**config.mk**
```make
export PLATFORM = sky130hd
export DESIGN_NAME = ps2scd_emit
export DESIGN_NICKNAME = d
export VERILOG_FILES = /design/src/ps2scd_pkg.sv /design/src/ps2scd_emit.sv
export SDC_FILE = /design/constraint.sdc
export NUM_CORES = 1
export LEC_CHECK = 0
export ABC_CLOCK_PERIOD_IN_PS = 4600
export BUFFER_PORTS_ARGS = -buffer_cell sky130_fd_sc_hd__buf_2
export CAP_MARGIN = 40
export CORE_MARGIN = 10
export CORE_UTILIZATION = 40
export CTS_BUF_LIST = sky130_fd_sc_hd__clkbuf_2 sky130_fd_sc_hd__clkbuf_4 sky130_fd_sc_hd__clkbuf_8
export DETAILED_ROUTE_END_ITERATION = 8
export MAX_ROUTING_LAYER = met4
export PLACE_DENSITY = 0.66
export SYNTH_ARGS = -nofsm -noshare
export SYNTH_HDL_FRONTEND = slang
export SYNTH_SLANG_ARGS = --single-unit
```
**constraint.sdc**
```tcl
create_clock -name clk -period 4.6 [get_ports clk]
set_input_delay 0.46 -clock clk [delete_from_list [all_inputs] [get_ports clk]]
set_output_delay 0.46 -clock clk [all_outputs]
set_load 0.005 [all_outputs]
```
**src/ps2scd_pkg.sv**
```systemverilog
// Shared constants and types for the PS/2 scan code set 1 decoder.
// No dependencies; used by every module of the block but the RAM.
`timescale 1ns / 1ps
`default_nettype none
package ps2scd_pkg;

  localparam int KEYMAP_DEPTH = 1024;
  localparam int KEYMAP_AW    = $clog2(KEYMAP_DEPTH);
  localparam int KEY_COUNT    = 256;
  localparam int CHAR_W       = 8;

  // item commands
  localparam logic CMD_SCAN = 1'b0;
  localparam logic CMD_MAP  = 1'b1;

  // result kinds
  localparam logic KIND_CHAR = 1'b0;
  localparam logic KIND_HOST = 1'b1;

  // keyboard bytes
  localparam logic [7:0] BYTE_ACK     = 8'hFA;
  localparam logic [7:0] BYTE_RESEND  = 8'hFE;
  localparam logic [7:0] BYTE_PREFIX0 = 8'hE0;
  localparam logic [7:0] BYTE_PREFIX1 = 8'hE1;
  localparam logic [7:0] CODE_CAPS    = 8'h3A;
  localparam logic [7:0] CODE_NUM     = 8'h45;
  localparam logic [7:0] CODE_SCROLL  = 8'h46;
  localparam logic [7:0] LED_COMMAND  = 8'hED;

  // key state entries that pick the keymap plane
  localparam logic [7:0] KEY_LSHIFT = 8'h2A;
  localparam logic [7:0] KEY_RSHIFT = 8'h36;
  localparam logic [7:0] KEY_RALT   = 8'hB8;

  // word handed from the decode stage to the result stage
  typedef struct packed {
    logic       valid;
    logic       led;   // lock key: two host words, else a keymap character
    logic [2:0] mask;  // caps, num, scroll after the toggle
  } issue_t;

endpackage
`default_nettype wire

```
**src/ps2scd_emit.sv**
```systemverilog
// Result stage: waits for keymap read data, drops empty entries, sequences LED words.
// Depends on ps2scd_pkg.
`timescale 1ns / 1ps
`default_nettype none
module ps2scd_emit (
  input  wire logic                          clk,
  input  wire logic                          rst,
  input  wire ps2scd_pkg::issue_t            issue,
  input  wire logic [ps2scd_pkg::CHAR_W-1:0] rdata,
  output      logic                          slot_free,
  output      logic                          res_valid,
  input  wire logic                          res_ready,
  output      logic                          out_kind,
  output      logic [7:0]                    out_byte,
  output      logic                          last
);

  logic       s1_valid, s1_led;
  logic [2:0] s1_mask;
  logic       pend_valid;
  logic [2:0] pend_mask;
  logic       s1_drop, out_free, s1_leave;

  assign s1_drop   = s1_valid && !s1_led && (rdata == '0);
  assign out_free  = (!res_valid || res_ready) && !pend_valid;
  assign s1_leave  = s1_valid && (s1_drop || out_free);
  assign slot_free = !s1_valid || s1_leave;

  always_ff @(posedge clk) begin
    if (rst) begin
      s1_valid   <= 1'b0;
      res_valid  <= 1'b0;
      pend_valid <= 1'b0;
    end else begin
      if (slot_free) begin
        s1_valid <= issue.valid;
        s1_led   <= issue.led;
        s1_mask  <= issue.mask;
      end
      if (pend_valid && res_ready) begin
        // second host word: the LED mask
        res_valid  <= 1'b1;
        out_kind   <= ps2scd_pkg::KIND_HOST;
        out_byte   <= {5'b0, pend_mask};
        last       <= 1'b1;
        pend_valid <= 1'b0;
      end else if (s1_leave && !s1_drop) begin
        res_valid <= 1'b1;
        if (s1_led) begin
          out_kind   <= ps2scd_pkg::KIND_HOST;
          out_byte   <= ps2scd_pkg::LED_COMMAND;
          last       <= 1'b0;
          pend_valid <= 1'b1;
          pend_mask  <= s1_mask;
        end else begin
          out_kind <= ps2scd_pkg::KIND_CHAR;
          out_byte <= rdata;
          last     <= 1'b1;
        end
      end else if (res_ready) begin
        res_valid <= 1'b0;
      end
    end
  end

`ifndef SYNTHESIS
  a_pend_behind_cmd: assert property (@(posedge clk) disable iff (rst)
    pend_valid |-> (res_valid && !last && out_kind == ps2scd_pkg::KIND_HOST &&
                    out_byte == ps2scd_pkg::LED_COMMAND))
    else $error("LED mask pending without the LED command word in front");
  a_not_last_pend: assert property (@(posedge clk) disable iff (rst)
    (res_valid && !last) |-> pend_valid)
    else $error("non-final word shown with no follow-up pending");
  a_no_overrun: assert property (@(posedge clk) disable iff (rst)
    issue.valid |-> slot_free)
    else $error("word issued while the read stage is occupied");
  a_mask_follows: assert property (@(posedge clk) disable iff (rst)
    (pend_valid && res_ready) |=> (res_valid && last && out_byte[7:3] == '0))
    else $error("LED mask word did not follow the command word");
`endif

endmodule
`default_nettype wire

```
==> metrics.txt <==
Reg2Reg Setup Slack ~2.6 ns; Final setup violation count 0; Routed WL 1550 um; Worst-path clk slew around 0.11 ns; CP top delay family compound AO/OA/AOI/OAI gates; Final TNS setup 0 ns; Detail Route Antenna Nets 0; Leak a little over 0.4 nW; most frequent cells in the layout buf_2 (27), edfxtp_1 (17), nor2_1 (15); Worst setup EP type flop; slowest stage delay, CP around 0.74 ns; GRT Overall Usage 0.0747; RSZ-0062 raised after global routing false; DR vias ~570; top-level port count 28; M1 GR Usage 0.0929; worst setup margin ~2.6 ns; Initial DRC Count 16; fin crit period a little under 2 ns; max-cap viol count 0; initial antenna violation count 0; TritonCTS clock tree done; first-pass GRT wire length 2500 um; most common cell after layout, fill and taps aside buf_2; sequential share of the synthesized area 0.694; Num CTS Buffers 3; Max stage delay cell, worst path a21oi_1; share of layout cells above drive strength 1 0.354; Yosys top cell area share 0.621; Clock Path Buffers 2; worst hold slack between 0.3 and 0.4 ns; Final period util 0.428; status finished clean; number of global-route vias before repair approximately 560; Syn Area/Cell around 12 um2; Worst Path Required between 4 and 5 ns; CP cell instances nor2_1 > and3_2 > a21oi_1; GR Overflow Total 0; grt met2 use 0.104; fillcell total a little over 200; Synth Warn # 0; slew of the pin with the lowest slew margin 0.927 ns; met3 usage 0.0305; Yosys cell types 25; Die Wd 65.3 um; buffers plus inverters on the worst setup path 0; Yosys reg bits 20; largest net degree at the start of global routing 13; Layout area overhead 24.5%; average wire per standard cell between 10 and 15 um; core area roughly 2000 um2; # DRC 0; Root Driver clkbuf_4; critical path type reg -> reg; DP HPWL 1260 um; IO Port Bufs 27; Starting Density 0.419; Die Ht between 60 and 70 um; Fin. Hold Viols 0; Synth Instances 68; Tot Pwr 0.000386 W; Post-Syn Nets 84; register area about 570 um2; Post CTS Setup Buffer Count 0; Fmax around 0.51 GHz; number of diodes 0; critical path arrival approximately 1.9 ns; final clock skew 0.000873 ns; CTS resizes 0; pwr/cell area ~380 nW/um2; die area approximately 4300 um2; final RePlAce weighted congestion 0.814; Worst-Skew Late Latency just under 0.3 ns; clk sinks 20; Tightest Hold Check Type in -> reg; crit-path max FO 10; Std-Cell Rows 16; H-tree depth 1; hold_buf cts 0; VDD IR max around 190 uV; Slew HR 0.382; ranking of synthesized cells by area edfxtp_1 (62%), dfxtp_1 (7.3%), nor2_1 (6.8%); Synth area leader edfxtp_1; multi-input logic area between 200 and 250 um2; via density per instance approximately 4.6; Final #Nets around 110; final slew viol count 0; drt first pass iters 4; worst slack at placement ~2.6 ns; GR peak layer met2; Critical Path Start Type flop; mapped cell area approximately 820 um2
==> stage by stage <==
stage	utilization	instance area, um2	cells
floorplan	-	822	68
global placement	0.495	971	119
detailed placement	0.495	971	119
CTS	0.522	1020	123
global route	0.522	1020	123
finish	0.522	1020	123
==> where the power goes <==
part	internal [W]	switching, W
Combinational	0.0000149	0.0000179
Clock	0.0000880	0.0000520
Sequential	0.000209	0.00000500
Total	0.000311	0.0000749
==> metal layers <==
metal | wire length, um | share of wire
met2 | 655 | 0.42
met4 | 0 | 0
met3 | 113 | 0.073
met5 | 0 | 0
met1 | 783 | 0.50
==> flip-flops by register name, summed over array words and instances (netlist names) <==
register,cells
out_byte,8
pend_mask,3
s1_mask,3
last,1
out_kind,1
pend_valid,1
res_valid,1
s1_led,1
s1_valid,1
==> path summary, 6_finish.rpt <==
path | from | cells past startpoint | end
max | s1_led | 3 | out_byte[1]
min | issue[0] | 1 | s1_mask[0]
min reg2reg | s1_mask[2] | 0 | pend_mask[2]
max reg2reg | s1_led | 3 | out_byte[1]
==> cell type report <==
class	count	share of cell area
clock buffer	3	0.0220
clock inverter	1	0.0293
inverter	3	0.0110
multi-input combinational	42	0.215
sequential	20	0.557
tap	27	0.0330
timing repair buffer	27	0.132
==> cell usage after synthesis <==
master,instances
and3_2,1
dfxtp_1,3
o2bb2ai_1,1
nand3_1,2
nand2_1,5
inv_1,3
o221ai_1,1
o22ai_1,1
and3_1,1
edfxtp_1,17
nor3_1,1
and2_1,1
o21ai_1,1
buf_4,2
a21oi_1,4
o21ai_0,1
nor4_1,1
o21a_1,1
nor2_1,15
o211ai_1,1
nand2b_1,1
nor4_2,1
or2b_1,1
buf_2,1
nor2b_2,1
==> kinds of logic after synthesis <==
family,Yosys count,synth area share
DFF,20,0.694
AOI/OAI and AO/OA,11,0.0837
buffers and inverters,6,0.0380
and+or+nand+nor,31,0.184
Note: power is estimated with default switching activity, not from simulation.
