<file path="src/ps2scd_pkg.sv">
// Shared constants and types for the PS/2 scan code set 1 decoder.
// No dependencies; used by every module of the block but the RAM.
`timescale 1ns / 1ps
`default_nettype none
package ps2scd_pkg;

  localparam int KEYMAP_DEPTH = 1024;
  localparam int KEYMAP_AW    = $clog2(KEYMAP_DEPTH);
  localparam int KEY_COUNT    = 256;
  localparam int CHAR_W       = 8;

  // item commands
  localparam logic CMD_SCAN = 1'b0;
  localparam logic CMD_MAP  = 1'b1;

  // result kinds
  localparam logic KIND_CHAR = 1'b0;
  localparam logic KIND_HOST = 1'b1;

  // keyboard bytes
  localparam logic [7:0] BYTE_ACK     = 8'hFA;
  localparam logic [7:0] BYTE_RESEND  = 8'hFE;
  localparam logic [7:0] BYTE_PREFIX0 = 8'hE0;
  localparam logic [7:0] BYTE_PREFIX1 = 8'hE1;
  localparam logic [7:0] CODE_CAPS    = 8'h3A;
  localparam logic [7:0] CODE_NUM     = 8'h45;
  localparam logic [7:0] CODE_SCROLL  = 8'h46;
  localparam logic [7:0] LED_COMMAND  = 8'hED;

  // key state entries that pick the keymap plane
  localparam logic [7:0] KEY_LSHIFT = 8'h2A;
  localparam logic [7:0] KEY_RSHIFT = 8'h36;
  localparam logic [7:0] KEY_RALT   = 8'hB8;

  // word handed from the decode stage to the result stage
  typedef struct packed {
    logic       valid;
    logic       led;   // lock key: two host words, else a keymap character
    logic [2:0] mask;  // caps, num, scroll after the toggle
  } issue_t;

endpackage
`default_nettype wire

</file>
<file path="src/ps2scd_decode.sv">
// Input stage: classifies words, keeps key, lock and prefix state, drives the keymap port.
// Depends on ps2scd_pkg.
`timescale 1ns / 1ps
`default_nettype none
module ps2scd_decode (
  input  wire logic                           clk,
  input  wire logic                           rst,
  input  wire logic                           valid,
  output      logic                           ready,
  input  wire logic                           command,
  input  wire logic [7:0]                     scan_byte,
  input  wire logic [ps2scd_pkg::KEYMAP_AW-1:0] map_index,
  input  wire logic [ps2scd_pkg::CHAR_W-1:0]  map_value,
  input  wire logic                           slot_free,
  output      ps2scd_pkg::issue_t             issue,
  output      logic                           ram_we,
  output      logic [ps2scd_pkg::KEYMAP_AW-1:0] ram_waddr,
  output      logic [ps2scd_pkg::CHAR_W-1:0]  ram_wdata,
  output      logic                           ram_re,
  output      logic [ps2scd_pkg::KEYMAP_AW-1:0] ram_raddr
);

  logic                                clr_busy;
  logic [ps2scd_pkg::KEYMAP_AW-1:0]    clr_addr;
  logic [ps2scd_pkg::KEY_COUNT-1:0]    key_down;
  logic                                caps_on, num_on, scroll_on, prefix_seen;
  logic                                caps_next, num_next, scroll_next;
  logic                                acc, scan, is_skip, is_prefix, is_lock, is_make;
  logic                                shift, ralt;
  logic [7:0]                          key_idx;

  assign ready = !clr_busy && slot_free;
  assign acc   = valid && ready;
  assign scan  = (command == ps2scd_pkg::CMD_SCAN);

  assign is_skip   = (scan_byte == ps2scd_pkg::BYTE_ACK) ||
                     (scan_byte == ps2scd_pkg::BYTE_RESEND);
  assign is_prefix = (scan_byte == ps2scd_pkg::BYTE_PREFIX0) ||
                     (scan_byte == ps2scd_pkg::BYTE_PREFIX1);
  assign is_lock   = (scan_byte == ps2scd_pkg::CODE_CAPS) ||
                     (scan_byte == ps2scd_pkg::CODE_NUM) ||
                     (scan_byte == ps2scd_pkg::CODE_SCROLL);
  assign is_make   = !scan_byte[7] && !is_lock;

  assign shift = key_down[ps2scd_pkg::KEY_LSHIFT] || key_down[ps2scd_pkg::KEY_RSHIFT];
  assign ralt  = key_down[ps2scd_pkg::KEY_RALT];
  assign key_idx = {prefix_seen, scan_byte[6:0]};

  assign caps_next   = caps_on   ^ (scan_byte == ps2scd_pkg::CODE_CAPS);
  assign num_next    = num_on    ^ (scan_byte == ps2scd_pkg::CODE_NUM);
  assign scroll_next = scroll_on ^ (scan_byte == ps2scd_pkg::CODE_SCROLL);

  // plane select is the upper address bits: shift adds 256, right alt 512
  assign ram_re    = acc && scan && is_make;
  assign ram_raddr = {ralt, shift, scan_byte};
  assign ram_we    = clr_busy || (acc && !scan);
  assign ram_waddr = clr_busy ? clr_addr : map_index;
  assign ram_wdata = clr_busy ? '0 : map_value;

  always_comb begin
    issue.valid = acc && scan && (is_lock || is_make);
    issue.led   = is_lock;
    issue.mask  = {caps_next, num_next, scroll_next};
  end

  always_ff @(posedge clk) begin
    if (rst) begin
      clr_busy    <= 1'b1;
      clr_addr    <= '0;
      key_down    <= '0;
      caps_on     <= 1'b0;
      num_on      <= 1'b0;
      scroll_on   <= 1'b0;
      prefix_seen <= 1'b0;
    end else begin
      if (clr_busy) begin
        clr_addr <= clr_addr + ps2scd_pkg::KEYMAP_AW'(1);
        if (clr_addr == ps2scd_pkg::KEYMAP_AW'(ps2scd_pkg::KEYMAP_DEPTH - 1)) begin
          clr_busy <= 1'b0;
        end
      end
      if (acc && scan && !is_skip) begin
        if (is_prefix) begin
          prefix_seen <= 1'b1;
        end else if (is_lock) begin
          caps_on   <= caps_next;
          num_on    <= num_next;
          scroll_on <= scroll_next;
        end else begin
          key_down[key_idx] <= !scan_byte[7];
          prefix_seen       <= 1'b0;
        end
      end
    end
  end

endmodule
`default_nettype wire

</file>
<file path="config.mk">
export PLATFORM = sky130hd
export DESIGN_NAME = ps2scd_decode
export DESIGN_NICKNAME = d
export VERILOG_FILES = /design/src/ps2scd_pkg.sv /design/src/ps2scd_decode.sv
export SDC_FILE = /design/constraint.sdc
export NUM_CORES = 1
export LEC_CHECK = 0
export BUFFER_PORTS_ARGS = -buffer_cell sky130_fd_sc_hd__buf_2
export CORE_MARGIN = 2
export CORE_UTILIZATION = 48
export DETAILED_ROUTE_END_ITERATION = 16
export HOLD_SLACK_MARGIN = 0.03
export PLACE_DENSITY = 0.92
export SKIP_LAST_GASP = 1
export SLEW_MARGIN = 0
export SYNTH_ARGS = -nofsm -noshare
export SYNTH_HDL_FRONTEND = slang
export SYNTH_SLANG_ARGS = --single-unit
</file>
<file path="constraint.sdc">
create_clock -name clk -period 3.5 [get_ports clk]
set_input_delay 0.525 -clock clk [delete_from_list [all_inputs] [get_ports clk]]
set_output_delay 0.525 -clock clk [all_outputs]
set_load 0.01 [all_outputs]
</file>
==> results of run 1 <==
## cells by family after synthesis
family                   Yosys count
AND/OR/NAND/NOR                   69
buffers and inverters             24
flip-flops                        18
AO/OA/AOI/OAI                     15
multiplexers                      14
XOR/XNOR                          10
adder cells (fa/ha/maj)            1
## per-stage QoR
step | instances | worst slack (ps)
floorplan | 151 | 1680
global placement | 227 | 1460
detailed placement | 227 | 1420
CTS | 230 | 1140
global route | 230 | 1040
finish | 230 | 1160
## cell usage in the layout (no fill, tap or decap), types with 2 or more instances in the layout
cell and n:
nand4_1 9, and2b_1 2, mux2_2 10, nor2_1 14, a21oi_1 4, mux2i_1 4
o211ai_1 3, nand2_1 8, or3_1 3, nor3_1 3, or4_1 2, inv_1 4
xnor2_1 5, xor2_1 5, nor3b_1 3, buf_2 66, o21ai_0 3, nand3_1 5
and3_1 2, clkbuf_4 3, dfxtp_1 18, nor2b_1 10
## critical path, delay by kind of cell (launching register included)
family | cells | cell delay (ps)
DFF | 1 | 970
muxes | 1 | 420
buffers and inverters | 1 | 140
## metal layers
| metal | track usage, % | share of wire, % | wire length [µm] | vias to the layer above |
|---|---|---|---|---|
| li1 | - | - | - | 628 |
| met1 | 19.9 | 41 | 1180 | 567 |
| met2 | 33.8 | 51 | 1460 | 55 |
| met3 | 2.79 | 7.4 | 212 | 4 |
| met4 | 8.16 | 1.1 | 31 | 0 |
| met5 | 0 | 0 | 0 | - |
## sequential cells by signal, summed over array words and instances, names as in the netlist
signal	cells
clr_addr	10
prefix_seen	1
key_down	3
scroll_on	1
clr_busy	1
caps_on	1
num_on	1
## worst paths after layout
check                             from                        end  slack [ps]  cells after the start
min reg2reg  key_down[42]$_SDFFE_PP0P_  key_down[42]$_SDFFE_PP0P_         500                      2
min          key_down[42]$_SDFFE_PP0P_  key_down[42]$_SDFFE_PP0P_         500                      2
max reg2reg        clr_busy$_SDFF_PP1_   clr_addr[5]$_SDFFE_PP0P_        1450                      3
max                clr_busy$_SDFF_PP1_               ram_waddr[5]        1160                      2
## cell type report
type                    instances  area [µm²]  share of cell area, %
inverters                       4        15.0                  0.972
multi-input cells             109         779                   50.4
well taps                      30        37.5                   2.43
repair buffers                 66         330                   21.4
clock buffers                   3        22.5                   1.46
flip-flops and latches         18         360                   23.3
## power breakdown
group | total (mW) | switching, mW | leakage (nW) | internal [mW]
logic | 0.0613 | 0.0326 | 0.587 | 0.0286
registers | 0.211 | 0.00372 | 0.146 | 0.208
clock network | 0.0988 | 0.0588 | 0.0138 | 0.0400
total | 0.371 | 0.0952 | 0.747 | 0.276
==> flow_metrics.env, run 1 <==
export IMPL_status="finished clean"
export IMPL_gp_congestion=0.925
export IMPL_cpMaxStageDelayCell="dfxtp_1"
export IMPL_synth_common_cells="dfxtp_1, buf_4, nor2_1"
export IMPL_synth_compound_area_share_pct=9.29
export IMPL_grt_max_degree=30
export IMPL_ir_drop_mv=0.161
export IMPL_drc=0
export IMPL_drtIter0Drc=55
export IMPL_power_density_nw_per_um2=240
export IMPL_tightest_slew_ps=968
export IMPL_dpl_cell_area_um2=1520
export IMPL_wl_per_cell_um=12.5
export IMPL_syn_cell_area_um2=1290
export IMPL_grt_overflow=0
export IMPL_antenna_found_initial=0
export IMPL_ys_warn_count=0
export IMPL_grt_pass1_vias=1129
export IMPL_post_cts_setup_buffers=0
export IMPL_yosys_most_used_dff="dfxtp_1"
export IMPL_finalSetupTns_ps=0
export IMPL_holdCritPathClass="register to register"
export IMPL_synth_area_leader_cell="dfxtp_1"
export IMPL_synth_top_family_by_area="simple AND/OR/NAND/NOR gates"
export IMPL_avgSynthCellArea_um2=8.56
export IMPL_final_hold_violation_count=0
export IMPL_synth_seq_cells=18
export IMPL_final_max_slew_violation_count=0
export IMPL_clockBufferDepth=2
export IMPL_async_reset_ff_share_pct=0
export IMPL_fmax_mhz=428
export IMPL_max_stage_delay_ps=970
export IMPL_io_buffers=66
export IMPL_finalPower_mw=0.371
export IMPL_worstPathRequired_ps=2970
export IMPL_drive_above_1_share_pct=43.0
export IMPL_ios=67
export IMPL_synth_xor_area_share_pct=6.78
export IMPL_yosysUniqueCellTypes=39
export IMPL_timing_final_crit_period_ps=2340
export IMPL_antenna_left=0
export IMPL_initial_core_util_pct=51.2
export IMPL_synthCells=151
export IMPL_seq_area_frac_synth_pct=27.9
export IMPL_dr_total_vias=1254
export IMPL_grtUsageTotal_pct=18.1
export IMPL_cts_buffers=3
export IMPL_synthMostInstantiatedCell="dfxtp_1"
export IMPL_cts_root_buffer="clkbuf_4"
export IMPL_synthMuxAreaShare_pct=11.8
export IMPL_die_h_um=55.9
export IMPL_clk_pin_slew_ps=100
export IMPL_grt_pass1_wl_um=4630
export IMPL_cap_violations=0
export IMPL_synth_top_area_share_pct=27.9
export IMPL_post_route_period_util_pct=66.8
export IMPL_synthTopCellsByArea="dfxtp_1, mux2_2, buf_4, nor2b_1, nand4_1"
export IMPL_cts_sinks=18
export IMPL_worstSetupStartpointType="register"
export IMPL_synth_edf_count=0
export IMPL_whs_ps=499
export IMPL_post_route_util_pct=61.3
export IMPL_core_area_um2=2520
export IMPL_nFillCells=253
export IMPL_synthSimpleGateAreaFrac_pct=31.5
export IMPL_diodes=0
export IMPL_die_w_um=55.9
export IMPL_cp_end_kind="output pin"
export IMPL_insertion_delay_ps=290
export IMPL_ctsResizeCount=0
export IMPL_cellLeakagePower_nw=0.747
export IMPL_critical_path_arrival_ps=1810
export IMPL_crit_fanout=29
export IMPL_setup_viol=0
export IMPL_fin_nets=234
export IMPL_dp_hpwl_um=2280
export IMPL_cts_max_level=1
export IMPL_cts_tree="done"
export IMPL_crit_path_cell_trace="mux2_2 -> buf_2"
export IMPL_rsz0062_at_grt="no"
export IMPL_final_area_um2=1550
export IMPL_row_count=18
export IMPL_syn_num_nets=183
export IMPL_cts_hold_buf=0
export IMPL_finalWirelength_um=2880
export IMPL_dr_pass1_iters=5
export IMPL_viasPerCell=5.45
export IMPL_criticalPathCategory="register to output pin"
export IMPL_skew_ps=3.80
export IMPL_timing_slew_headroom_pct=35.4
export IMPL_synth_fa_ha_area_share_pct=0.968
export IMPL_syn2layout_area_growth_pct=19.6
export IMPL_die_area_um2=3120
Power figures use the tool's default switching activity.
==> run 2, diff against run 1 <==
- CORE_UTILIZATION: 48 -> 45
- PLACE_DENSITY: 0.92 -> 0.88
- clock period: 3.5 -> 2.3 ns (I/O delays scaled with it)
==> run 2 against run 1 <==
Against the previous run: first-iteration DRC count fell by 45%; clock power increased by 98%; register-to-register slack lost 690 ps; sequential cell count is the same; non-clock buffer count is 1 higher; core utilization shrank 3.9 points; cell area rose by 1.5%; final cell count grew 1.3%; critical path depth grew 1; sequential power rose by 53%; total power up 65%.
==> flow_metrics.env, run 2 (synthesis gave the netlist of run 1 again) <==
export IMPL_nFillCells=244
export IMPL_critical_path_arrival_ps=1470
export IMPL_worstPathRequired_ps=1960
export IMPL_insertion_delay_ps=290
export IMPL_grt_pass1_vias=1055
export IMPL_layout_common_cells="buf_2, dfxtp_1, nor2_1"
export IMPL_dpl_cell_area_um2=1530
export IMPL_grt_pass1_wl_um=4340
export IMPL_tightest_slew_ps=418
export IMPL_largest_register_ffs=10
export IMPL_core_area_um2=2730
export IMPL_crit_fanout=28
export IMPL_die_w_um=57.6
export IMPL_antenna_left=0
export IMPL_die_area_um2=3320
export IMPL_wl_per_cell_um=12.3
export IMPL_final_max_slew_violation_count=0
export IMPL_worstHoldPathCells=2
export IMPL_layout_commonest_cell="buf_2"
export IMPL_setup_viol=0
export IMPL_multi_input_area_um2=779
export IMPL_seq_area_um2=360
export IMPL_final_hold_violation_count=0
export IMPL_crit_path_cell_trace="buf_4 -> mux2_2 -> buf_2"
export IMPL_clk_pin_slew_ps=100
export IMPL_syn2layout_area_growth_pct=21.3
export IMPL_grt_overflow=0
export IMPL_cellLeakagePower_nw=0.758
export IMPL_ios=67
export IMPL_post_cts_setup_buffers=0
export IMPL_clockBufferDepth=2
export IMPL_grtUsageTotal_pct=16.6
export IMPL_gp_congestion=0.891
export IMPL_cts_max_level=1
export IMPL_status="finished clean"
export IMPL_worst_r2r_cell_count=4
export IMPL_timing_slew_headroom_pct=71.7
export IMPL_drive_above_1_share_pct=43.6
export IMPL_dr_pass1_iters=4
export IMPL_cpMaxStageDelayCell="mux2_2"
export IMPL_drtIter0Drc=30
export IMPL_power_density_nw_per_um2=390
export IMPL_timing_rr_start="clr_busy$_SDFF_PP1_"
export IMPL_timing_final_crit_period_ps=1810
export IMPL_skew_ps=3.18
export IMPL_r2r_end="clr_addr[5]$_SDFFE_PP0P_"
export IMPL_finalWirelength_um=2880
export IMPL_dr_total_vias=1262
export IMPL_dp_hpwl_um=2230
export IMPL_post_route_period_util_pct=78.9
export IMPL_criticalPathCategory="register to output pin"
export IMPL_cts_tree="done"
export IMPL_cts_buffers=3
export IMPL_io_buffers=66
export IMPL_viasPerCell=5.42
export IMPL_cp_end_kind="output pin"
export IMPL_finalSetupTns_ps=0
export IMPL_fin_nets=235
export IMPL_whs_ps=423
export IMPL_grt_max_degree=29
export IMPL_cts_sinks=18
export IMPL_initial_core_util_pct=47.3
export IMPL_die_h_um=57.6
export IMPL_cts_hold_buf=0
export IMPL_antenna_found_initial=0
export IMPL_final_area_um2=1570
export IMPL_row_count=19
export IMPL_fmax_mhz=551
export IMPL_holdCritPathClass="primary input to register"
export IMPL_diodes=0
export IMPL_max_stage_delay_ps=390
export IMPL_rsz0062_at_grt="no"
export IMPL_ctsResizeCount=0
export IMPL_top_regs="clr_addr x10, key_down x3"
export IMPL_max_flop_register="clr_addr"
export IMPL_worstSetupStartpointType="register"
export IMPL_cap_violations=0
export IMPL_cts_root_buffer="clkbuf_4"
export IMPL_reg2reg_slack_ps=760
export IMPL_ir_drop_mv=0.346
export IMPL_drc=0
export IMPL_crit_path_end="ram_waddr[2]"
export IMPL_cp_startpoint="clr_busy$_SDFF_PP1_"
[run 2: layout make-up]
cell class	count	share of cell area [%]
Multi-Input combinational cell	109	49.7
Sequential cell	18	23.0
Clock buffer	4	2.31
Tap cell	31	2.47
Inverter	4	0.958
Timing Repair Buffer	67	21.5
[run 2: per-layer routing]
layer	global-route usage [%]	share of wire (%)	up-vias	wire length (µm)
li1	-	-	626	-
met1	18.8	41	569	1180
met2	28.9	49	57	1400
met3	4.76	7.6	10	219
met4	7.31	2.5	0	73
met5	0	0	-	0
[run 2: per-stage QoR]
step | power [mW] | std cells | worst slack [ps] | utilization, %
after floorplan | 0.382 | 151 | 841 | -
after global placement | 0.419 | 229 | 638 | 56.0
after detailed placement | 0.422 | 229 | 630 | 56.0
after CTS | 0.621 | 233 | 468 | 57.3
after global routing | 0.636 | 233 | 420 | 57.3
final | 0.611 | 233 | 486 | 57.3
[run 2: worst min-delay path by stage]
stage / to / slack [ps] / from
3_3_place_gp: key_down[54]$_SDFFE_PP0P_ / 470 / key_down[54]$_SDFFE_PP0P_
2_1_floorplan: key_down[42]$_SDFFE_PP0P_ / 460 / key_down[42]$_SDFFE_PP0P_
6_report: clr_addr[9]$_SDFFE_PP0P_ / 420 / rst
4_1_cts: clr_addr[9]$_SDFFE_PP0P_ / 410 / rst
3_5_place_dp: key_down[54]$_SDFFE_PP0P_ / 490 / key_down[54]$_SDFFE_PP0P_
5_1_grt: clr_addr[3]$_SDFFE_PP0P_ / 430 / rst
[run 2: worst max-delay path, delay by kind of cell (launching register included)]
kind     cells  cell delay [ps]
buf+inv      2              440
flops        1              350
mux          1              390
[run 2: power breakdown]
part / total [mW] / switching [mW] / internal, mW
Sequential: 0.322 / 0.00545 / 0.316
Clock: 0.196 / 0.0999 / 0.0965
Combinational: 0.0935 / 0.0499 / 0.0436
Total: 0.611 / 0.155 / 0.456
